**src/fpsa_pkg.sv**
```systemverilog
// shared types and constants for the fixed pool slot allocator
// no dependencies
package fpsa_pkg;

	localparam int OPCODE_W      = 3;
	localparam int SLOT_W        = 12;
	localparam int DEFAULT_SLOTS = 4096;
	localparam int S_TDATA_W     = 16;
	localparam int M_TDATA_W     = 16;

	typedef enum logic [OPCODE_W-1:0] {
		OP_ALLOC  = 3'd0,
		OP_FREE   = 3'd1,
		OP_FIRST  = 3'd2,
		OP_NEXT   = 3'd3,
		OP_REINIT = 3'd4
	} opcode_t;

	typedef enum logic [6:0] {
		S_INIT = 7'b0000001,
		S_IDLE = 7'b0000010,
		S_NX   = 7'b0000100,
		S_A    = 7'b0001000,
		S_B    = 7'b0010000,
		S_C    = 7'b0100000,
		S_OUT  = 7'b1000000
	} state_t;

endpackage

```
**src/fpsa_ctrl.sv**
```systemverilog
// sequencer for the slot allocator: list heads, link update steps, rechain sweep, result register
// depends on fpsa_pkg
module fpsa_ctrl #(
	parameter int SLOTS = 4096
) (
	input  logic                         clk,
	input  logic                         arst_n,
	input  logic                         in_valid,
	output logic                         in_ready,
	input  logic [fpsa_pkg::OPCODE_W-1:0] in_opcode,
	input  logic [fpsa_pkg::SLOT_W-1:0]   in_slot,
	output logic                         out_valid,
	input  logic                         out_ready,
	output logic [fpsa_pkg::SLOT_W-1:0]   out_slot,
	output logic                         out_found,
	output logic                         rd_en,
	output logic [$clog2(SLOTS)-1:0]     rd_addr,
	input  logic [$clog2(SLOTS+1)-1:0]   rd_prev,
	input  logic [$clog2(SLOTS+1)-1:0]   rd_next,
	output logic                         prev_we,
	output logic [$clog2(SLOTS)-1:0]     prev_addr,
	output logic [$clog2(SLOTS+1)-1:0]   prev_wdata,
	output logic                         next_we,
	output logic [$clog2(SLOTS)-1:0]     next_addr,
	output logic [$clog2(SLOTS+1)-1:0]   next_wdata
);
	import fpsa_pkg::*;

	localparam int AW = $clog2(SLOTS);
	localparam int LW = $clog2(SLOTS + 1);
	localparam int WW = (LW > SLOT_W) ? LW : SLOT_W;
	localparam logic [LW-1:0] LINK_NULL = LW'(SLOTS);
	localparam logic [AW-1:0] LAST_SLOT = AW'(SLOTS - 1);

	function automatic logic is_slot(input logic [LW-1:0] v);
		is_slot = (v < LINK_NULL);
	endfunction

	state_t        state_q;
	logic [AW-1:0] cnt_q;
	logic          init_reply_q;
	logic          is_alloc_q;
	logic [LW-1:0] cur_q;
	logic [LW-1:0] free_head_q;
	logic [LW-1:0] used_head_q;
	logic [LW-1:0] res_q;
	logic          found_q;
	logic          m_valid_q;
	logic [SLOT_W-1:0] m_slot_q;
	logic          m_found_q;

	logic [WW-1:0] slot_w;
	logic [WW-1:0] res_w;
	logic          slot_ok;
	logic [LW-1:0] cnt_l;
	logic          fh_slot;
	logic          uh_slot;
	logic          out_load;
	opcode_t       op_in;

	assign slot_w  = WW'(in_slot);
	assign res_w   = WW'(res_q);
	assign slot_ok = (slot_w < WW'(SLOTS));
	assign cnt_l   = LW'(cnt_q);
	assign fh_slot = is_slot(free_head_q);
	assign uh_slot = is_slot(used_head_q);
	assign op_in   = opcode_t'(in_opcode);

	// the finished result moves into the output register once that register is empty or being taken
	assign out_load = (state_q == S_OUT) && (!m_valid_q || out_ready);

	assign in_ready  = (state_q == S_IDLE);
	assign out_valid = m_valid_q;
	assign out_slot  = m_slot_q;
	assign out_found = m_found_q;

	// the item's links are read in the accept cycle
	assign rd_en   = in_valid && in_ready;
	assign rd_addr = (op_in == OP_ALLOC) ? free_head_q[AW-1:0] : slot_w[AW-1:0];

	always_comb begin
		prev_we    = 1'b0;
		prev_addr  = cur_q[AW-1:0];
		prev_wdata = LINK_NULL;
		next_we    = 1'b0;
		next_addr  = cur_q[AW-1:0];
		next_wdata = LINK_NULL;
		case (state_q)
			S_INIT: begin
				prev_we    = 1'b1;
				prev_addr  = cnt_q;
				prev_wdata = (cnt_q == '0) ? LINK_NULL : cnt_l - LW'(1);
				next_we    = 1'b1;
				next_addr  = cnt_q;
				next_wdata = cnt_l + LW'(1);
			end
			S_A: begin
				if (is_alloc_q) begin
					// detach the popped slot's successor, point the slot at the used head
					prev_we    = is_slot(rd_next);
					prev_addr  = rd_next[AW-1:0];
					prev_wdata = LINK_NULL;
					next_we    = 1'b1;
					next_addr  = cur_q[AW-1:0];
					next_wdata = used_head_q;
				end else begin
					// unlink the slot from its neighbors
					next_we    = is_slot(rd_prev);
					next_addr  = rd_prev[AW-1:0];
					next_wdata = rd_next;
					prev_we    = is_slot(rd_next);
					prev_addr  = rd_next[AW-1:0];
					prev_wdata = rd_prev;
				end
			end
			S_B: begin
				prev_we    = 1'b1;
				prev_addr  = cur_q[AW-1:0];
				prev_wdata = LINK_NULL;
				if (!is_alloc_q) begin
					next_we    = 1'b1;
					next_addr  = cur_q[AW-1:0];
					next_wdata = fh_slot ? free_head_q : LINK_NULL;
				end
			end
			S_C: begin
				prev_wdata = cur_q;
				if (is_alloc_q) begin
					prev_we   = uh_slot;
					prev_addr = used_head_q[AW-1:0];
				end else begin
					prev_we   = fh_slot;
					prev_addr = free_head_q[AW-1:0];
				end
			end
			default: begin
			end
		endcase
	end

	always_ff @(posedge clk or negedge arst_n) begin
		if (!arst_n) begin
			state_q      <= S_INIT;
			cnt_q        <= '0;
			init_reply_q <= 1'b0;
			is_alloc_q   <= 1'b0;
			free_head_q  <= '0;
			used_head_q  <= LINK_NULL;
			m_valid_q    <= 1'b0;
		end else begin
			if (out_load) begin
				m_valid_q <= 1'b1;
			end else if (out_ready) begin
				m_valid_q <= 1'b0;
			end
			case (state_q)
				S_INIT: begin
					cnt_q <= cnt_q + AW'(1);
					if (cnt_q == LAST_SLOT) begin
						free_head_q <= '0;
						used_head_q <= LINK_NULL;
						state_q     <= init_reply_q ? S_OUT : S_IDLE;
					end
				end
				S_IDLE: begin
					if (in_valid) begin
						is_alloc_q <= (op_in == OP_ALLOC);
						case (op_in)
							OP_ALLOC: begin
								state_q <= fh_slot ? S_A : S_OUT;
							end
							OP_FREE: begin
								state_q <= slot_ok ? S_A : S_OUT;
							end
							OP_FIRST: begin
								state_q <= S_OUT;
							end
							OP_NEXT: begin
								state_q <= slot_ok ? S_NX : S_OUT;
							end
							OP_REINIT: begin
								cnt_q        <= '0;
								init_reply_q <= 1'b1;
								state_q      <= S_INIT;
							end
							default: begin
								state_q <= S_OUT;
							end
						endcase
					end
				end
				S_NX: begin
					state_q <= S_OUT;
				end
				S_A: begin
					if (is_alloc_q) begin
						free_head_q <= rd_next;
					end else if (!is_slot(rd_prev)) begin
						used_head_q <= rd_next;
					end
					state_q <= S_B;
				end
				S_B: begin
					state_q <= S_C;
				end
				S_C: begin
					if (is_alloc_q) begin
						used_head_q <= cur_q;
					end else begin
						free_head_q <= cur_q;
					end
					state_q <= S_OUT;
				end
				S_OUT: begin
					if (out_load) begin
						state_q <= S_IDLE;
					end
				end
				default: begin
					state_q <= S_IDLE;
				end
			endcase
		end
	end

	// working slot and result, no reset needed
	always_ff @(posedge clk) begin
		case (state_q)
			S_IDLE: begin
				if (in_valid) begin
					cur_q   <= (op_in == OP_ALLOC) ? free_head_q : slot_w[LW-1:0];
					res_q   <= (op_in == OP_FIRST && uh_slot) ? used_head_q : '0;
					found_q <= (op_in == OP_FIRST && uh_slot);
				end
			end
			S_INIT: begin
				res_q   <= '0;
				found_q <= 1'b0;
			end
			S_NX: begin
				res_q   <= is_slot(rd_next) ? rd_next : '0;
				found_q <= is_slot(rd_next);
			end
			S_C: begin
				res_q   <= cur_q;
				found_q <= 1'b1;
			end
			S_OUT: begin
				if (out_load) begin
					m_slot_q  <= res_w[SLOT_W-1:0];
					m_found_q <= found_q;
				end
			end
			default: begin
			end
		endcase
	end

endmodule

```
**config.mk**
```make
export PLATFORM = sky130hd
export DESIGN_NAME = fpsa_ctrl
export DESIGN_NICKNAME = d
export VERILOG_FILES = /design/src/fpsa_pkg.sv /design/src/fpsa_ctrl.sv
export SDC_FILE = /design/constraint.sdc
export NUM_CORES = 1
export LEC_CHECK = 0
export BUFFER_PORTS_ARGS = -buffer_cell sky130_fd_sc_hd__buf_2
export CORE_ASPECT_RATIO = 1.5
export CORE_MARGIN = 1.5
export CORE_UTILIZATION = 30
export CTS_CLUSTER_SIZE = 12
export DETAILED_ROUTE_END_ITERATION = 16
export SYNTH_ARGS = -nofsm -noshare
export SYNTH_HDL_FRONTEND = slang
export SYNTH_SLANG_ARGS = --single-unit
```
**constraint.sdc**
```tcl
create_clock -name clk -period 5.6 [get_ports clk]
set_clock_uncertainty 0.15 [all_clocks]
set_input_delay 1.12 -clock clk [delete_from_list [all_inputs] [get_ports clk]]
set_output_delay 1.12 -clock clk [all_outputs]
set_load 0.01 [all_outputs]
```
[Word level (Yosys, flattened, before mapping)]
Cells that the tools add are included.
Word-level totals
  bits in writable memories: 0
  bits in registers: 87
  latch bits: 0
  memory bits (read-only): 0
  output and inout bits: 80
  memories kept: 0
Cells by class
  add/sub/neg operators: 3
  bitwise operators: 0
  magnitude comparators: 5
  multiplexer cells: 47
  multipliers: 0
  divide/modulo/power cells: 0
  shift-type cells: 0
  eq/ne operators: 21
  reduce and logical (&&, ||, !) cells: 21
Operators by type and width (number)
  $mux 13: 12
  $pmux 13 s3: 4
  $mux 12: 9
  $lt 13x13->1 const B: 4
  $mux 7: 7
  $pmux 12 s2: 2
  $pmux 12 s4: 1
  $pmux 7 s6: 1
  $pmux 12 s3: 1
  $pmux 7 s4: 1
  $ne 2x2->1 const B: 8
  $add 12x1->13 const B: 1
  $lt 12x13->1 const B: 1
  $sub 12x1->13 const B: 1
  $add 12x1->12 const B: 1
  $eq 12x12->1 const B: 1
  $logic_not 12->1: 1
  $reduce_and 3->1: 3
  $eq 7x1->1 const B: 1
  $eq 7x2->1 const B: 1
  $eq 7x3->1 const B: 1
  $eq 7x4->1 const B: 1
  $eq 7x5->1 const B: 1
  $eq 7x6->1 const B: 1
  other kinds (19): 32

[Depth between registers and ports, before layout]
  word-level depth: 5
  depth in mapped cells: 8

[Least setup slack after synthesis]
Ideal clock, no wire load.
  path kind: input-to-output
  from: input port in_opcode[1] in the netlist's numbering
  to: output port rd_addr[10]
  required time: 4330 ps
  arrival time: 2305 ps
  slack: 2025 ps
  stages on the path: 3
  path through: nor3_1 clkbuf_1 mux2_2
On the way
  longest elaborated chain between the ends: 2
Ends and longest elaborated chain
  start, declared: RTL line fpsa_ctrl.sv:10  | input logic [fpsa_pkg::OPCODE_W-1:0] in_opcode,
  $logic_not 3->1: RTL line fpsa_ctrl.sv:79  | assign rd_addr = (op_in == OP_ALLOC) ? free_head_q[AW-1:0] : slot_w[AW-1:0];
  $mux 12: RTL line fpsa_ctrl.sv:79
  end, declared: RTL line fpsa_ctrl.sv:17  | output logic [$clog2(SLOTS)-1:0] rd_addr,
No other way between the ends.

[Worst setup path after layout]
  from: register state_q[2]
  to: output port next_addr[11]
On the way
  longest elaborated chain between the ends: 2
  elaborated cells between the ends (all ways): 3
Ends and longest elaborated chain
  start, declared: RTL line fpsa_ctrl.sv:39  | state_t state_q;
  start signal, assigned: RTL line fpsa_ctrl.sv:162  | state_q <= init_reply_q ? S_OUT : S_IDLE;
  start signal, assigned: RTL line fpsa_ctrl.sv:170  | state_q <= fh_slot ? S_A : S_OUT;
  start signal, assigned: RTL line fpsa_ctrl.sv:173  | state_q <= slot_ok ? S_A : S_OUT;
  $eq 7x4->1 / $eq 7x1->1 (equally long branches): RTL line fpsa_ctrl.sv:88  | case (state_q)
  $pmux 12 s2 *: RTL line fpsa_ctrl.sv:88
  end, declared: RTL line fpsa_ctrl.sv:24  | output logic [$clog2(SLOTS)-1:0] next_addr,
Every way passes the cells marked *; elsewhere a longest branch is shown, timed or not.

==> impl_metrics.xml <==
<?xml version="1.0" encoding="UTF-8"?>
<metrics>
  <group name="yosys">
    <metric name="postSynth.asyncResetShare" unit="%">55.2</metric>
    <metric name="register_area_share_after_synthesis" unit="%">41.7</metric>
    <metric name="post_synth_instance_area" unit="um2">5690</metric>
    <metric name="netlist_instances" unit="">548</metric>
    <metric name="synth.ff_latch_count" unit="">87</metric>
    <metric name="number_of_flops_mapped_to_enable_cells_by_yosys" unit="">39</metric>
    <metric name="synth.distinct_cells" unit="">69</metric>
    <metric name="fraction_of_post_synthesis_cell_area_in_the_top_cell_type_by_area" unit="%">20.6</metric>
    <metric name="commonest_cells_in_the_synthesized_netlist" unit="">nor2_1, dfrtp_1, edfxtp_1, mux2_2, a22oi_1</metric>
    <metric name="largest_cells_by_area_after_synthesis" unit="">edfxtp_1, dfrtp_1, mux2_2</metric>
    <metric name="synth_most_common_cell" unit="">nor2_1</metric>
    <metric name="synth_area_per_cell" unit="um2">10.4</metric>
    <metric name="yosysWarnings" unit="">0</metric>
    <metric name="synth_nets" unit="">596</metric>
    <metric name="synth_ff_type" unit="">dfrtp_1</metric>
    <metric name="synthDominantAreaCellType" unit="">edfxtp_1</metric>
  </group>
  <group name="global_routing">
    <metric name="grt_pass1_vias" unit="">4903</metric>
    <metric name="grt_max_degree" unit="">49</metric>
    <metric name="number_of_antenna_violations_at_the_first_check_in_global_routing" unit="">0</metric>
    <metric name="globalRoute.totalOverflow" unit="">0</metric>
    <metric name="grt_util_all_layers" unit="%">19.7</metric>
    <metric name="grt_pass1_wl" unit="mm">29.3</metric>
  </group>
  <group name="clocking">
    <metric name="cts_inserted_buffers" unit="">9</metric>
    <metric name="clock_sinks" unit="">87</metric>
    <metric name="cts-root-to-sink-buffers" unit="">2</metric>
    <metric name="cts_tree" unit="">yes</metric>
    <metric name="cts.hold.buffers_added" unit="">0</metric>
    <metric name="worstSkewPairLatency" unit="ps">350</metric>
    <metric name="cts.root.buffer_cell" unit="">clkbuf_16</metric>
    <metric name="clock_tree.htree_level_count" unit="">3</metric>
    <metric name="clk_pin_slew_worst_paths" unit="ps">70</metric>
    <metric name="post_cts.repair.setup_buffers" unit="">0</metric>
    <metric name="cts_repair_resize_count" unit="">0</metric>
  </group>
  <group name="die">
    <metric name="die_outline_area" unit="um2">19800</metric>
    <metric name="ioPinCount" unit="">125</metric>
    <metric name="die_height" unit="um">172</metric>
    <metric name="core" unit="um2">18500</metric>
    <metric name="core.rowCount" unit="">61</metric>
    <metric name="start_util" unit="%">30.7</metric>
    <metric name="die_width" unit="um">115</metric>
  </group>
  <group name="drt">
    <metric name="firstDrtPassIters" unit="">5</metric>
    <metric name="dr_total_vias" unit="">4991</metric>
    <metric name="post_drt_via_cell_ratio" unit="">5.51</metric>
    <metric name="finalWirelength" unit="mm">19.4</metric>
    <metric name="drc_viols" unit="">0</metric>
    <metric name="post_route_ant_nets" unit="">0</metric>
    <metric name="drt-initial-drc-count" unit="">468</metric>
    <metric name="detailed_route_wire_length_per_cell" unit="um">21.4</metric>
  </group>
  <group name="worst_setup_path">
    <metric name="data_required_time_at_the_worst_endpoint" unit="ps">4330</metric>
    <metric name="critical_path.max_stage_delay" unit="ps">830</metric>
    <metric name="path_max_fanout" unit="">17</metric>
    <metric name="critical_path_class" unit="">register to output port</metric>
    <metric name="timing.critical_path.cells" unit="">or4b_1 -&gt; nor2_2 -&gt; buf_4 -&gt; nor2_1 -&gt; a221o_1 -&gt; buf_2</metric>
    <metric name="startpoint_type" unit="">register</metric>
    <metric name="worstPathArrival" unit="ps">3330</metric>
    <metric name="endpoint_kind" unit="">output port</metric>
    <metric name="critical_path.slowest_cell" unit="">or4b_1</metric>
  </group>
  <group name="place">
    <metric name="port_buffers" unit="">124</metric>
    <metric name="place_congestion" unit="">0.910</metric>
    <metric name="place.detailed.hpwl" unit="mm">14.1</metric>
    <metric name="dp_worst_setup_slack" unit="ps">1410</metric>
  </group>
  <group name="timing">
    <metric name="timing.final.max_slew_violations" unit="">0</metric>
    <metric name="slew_headroom" unit="%">31.9</metric>
    <metric name="rsz0062_at_grt" unit="">false</metric>
    <metric name="max_slew.worst_pin.slew" unit="ps">1020</metric>
    <metric name="layout_min_cycle_time" unit="ps">4600</metric>
    <metric name="fmaxAchievable" unit="GHz">0.217</metric>
    <metric name="setup-tns-final" unit="ps">0</metric>
    <metric name="timing_hold_violations_final" unit="">0</metric>
    <metric name="timing.final.ws_setup" unit="ps">999</metric>
    <metric name="final_min_period_over_clock_period" unit="%">82.2</metric>
    <metric name="final-setup-viol-count" unit="">0</metric>
  </group>
  <group name="power">
    <metric name="cellPowerDensity" unit="nW/um2">373</metric>
    <metric name="static-leakage-power" unit="uW">0.00284</metric>
    <metric name="ir_worst_vdd" unit="mV">0.186</metric>
  </group>
  <group name="worst_hold_path">
    <metric name="hp-class" unit="">register to register</metric>
  </group>
  <group name="outcome">
    <metric name="status" unit="">finished clean</metric>
  </group>
  <group name="final_layout">
    <metric name="final_nets" unit="">697</metric>
    <metric name="antenna-diode-count" unit="">0</metric>
    <metric name="area_delta_synth_final" unit="%">19.7</metric>
    <metric name="utilization" unit="%">36.7</metric>
    <metric name="final_layout_size_suffix_gt1_share" unit="%">32.4</metric>
  </group>
  <group name="run">
    <metric name="max-cap-violations" unit="">0</metric>
  </group>
</metrics>
[path summary, 6_finish.rpt]
| kind | cells after the start | slack (ps) | endpoint | from |
|---|---|---|---|---|
| max in group asynchronous | 2 | 4100 | free_head_q[4] | arst_n |
| min | 0 | 270 | out_slot[5] | res_q[5] |
| max | 6 | 1000 | next_addr[11] | state_q[2] |
| max reg2reg | 5 | 2260 | res_q[11] | state_q[2] |
| min in group asynchronous | 2 | 740 | free_head_q[11] | arst_n |
| min reg2reg | 0 | 270 | out_slot[5] | res_q[5] |
[routing by layer]
metal | track usage, % | wire (um)
met2 | 33.3 | 9530
met3 | 2.71 | 1140
met1 | 25.3 | 8100
met5 | 0 | 0
met4 | 7.73 | 605
[per-stage QoR]
step           power [uW]  area, um2  cells  hold slack, ps
6_report             2540       6810    906             269
5_1_grt              2680       6810    906             277
4_1_cts              2540       6810    906             268
3_5_place_dp         1950       6520    890             255
3_3_place_gp         1960       6520    890             251
2_1_floorplan        1610       5690    548             250
[state kept, by name, summed over array words and instances, names as in the netlist]
signal and cells:
cur_q 13, free_head_q 13, used_head_q 13, cnt_q 12, out_slot 12, res_q 12
state_q 7, found_q 1, init_reply_q 1, is_alloc_q 1, out_found 1, out_valid 1
[area by class of cell]
type / count / area, um2
well taps: 252 / 315
flip-flops and latches: 87 / 2370
inverters: 13 / 48.8
clock buffers: 9 / 225
fillers: 1868 / 11700
clock inverters: 7 / 62.6
repair buffers: 139 / 733
multi-input cells: 399 / 3050
[placed cells by master, fill, tap and decap left out, drive strengths merged, types with 10 or more instances in the layout]
cell and n:
edfxtp 39, mux2i 23, a22o 21, buf 139
a21o 21, o21ai 22, inv 17, xnor2 15
nand2 25, dfrtp 46, a22oi 26, nor3 10
nor2 51, mux2 41, o2bb2ai 15, a21oi 13
[power by group]
| group | switching, uW | total, uW | internal, uW |
|---|---|---|---|
| registers | 210 | 1030 | 816 |
| logic | 546 | 923 | 377 |
| clock network | 280 | 591 | 310 |
| total | 1040 | 2540 | 1500 |
[worst max-delay path, delay by kind of cell, from the launching register on]
| kind | cells | cell delay (ps) |
|---|---|---|
| AOI/OAI and AO/OA | 1 | 360 |
| and+or+nand+nor | 3 | 1540 |
| DFF | 1 | 630 |
| buffers and inverters | 2 | 430 |
[logic make-up after synthesis]
| family | count (synthesis) | share of synthesized area (%) |
|---|---|---|
| flops | 87 | 41.7 |
| xor+xnor | 22 | 3.39 |
| buf+inv | 62 | 4.99 |
| simple gates | 139 | 13.4 |
| fa+ha+maj | 3 | 0.660 |
| mux | 64 | 12.8 |
| compound gates | 171 | 23.0 |
No activity file was read; power rests on OpenSTA's default activity.
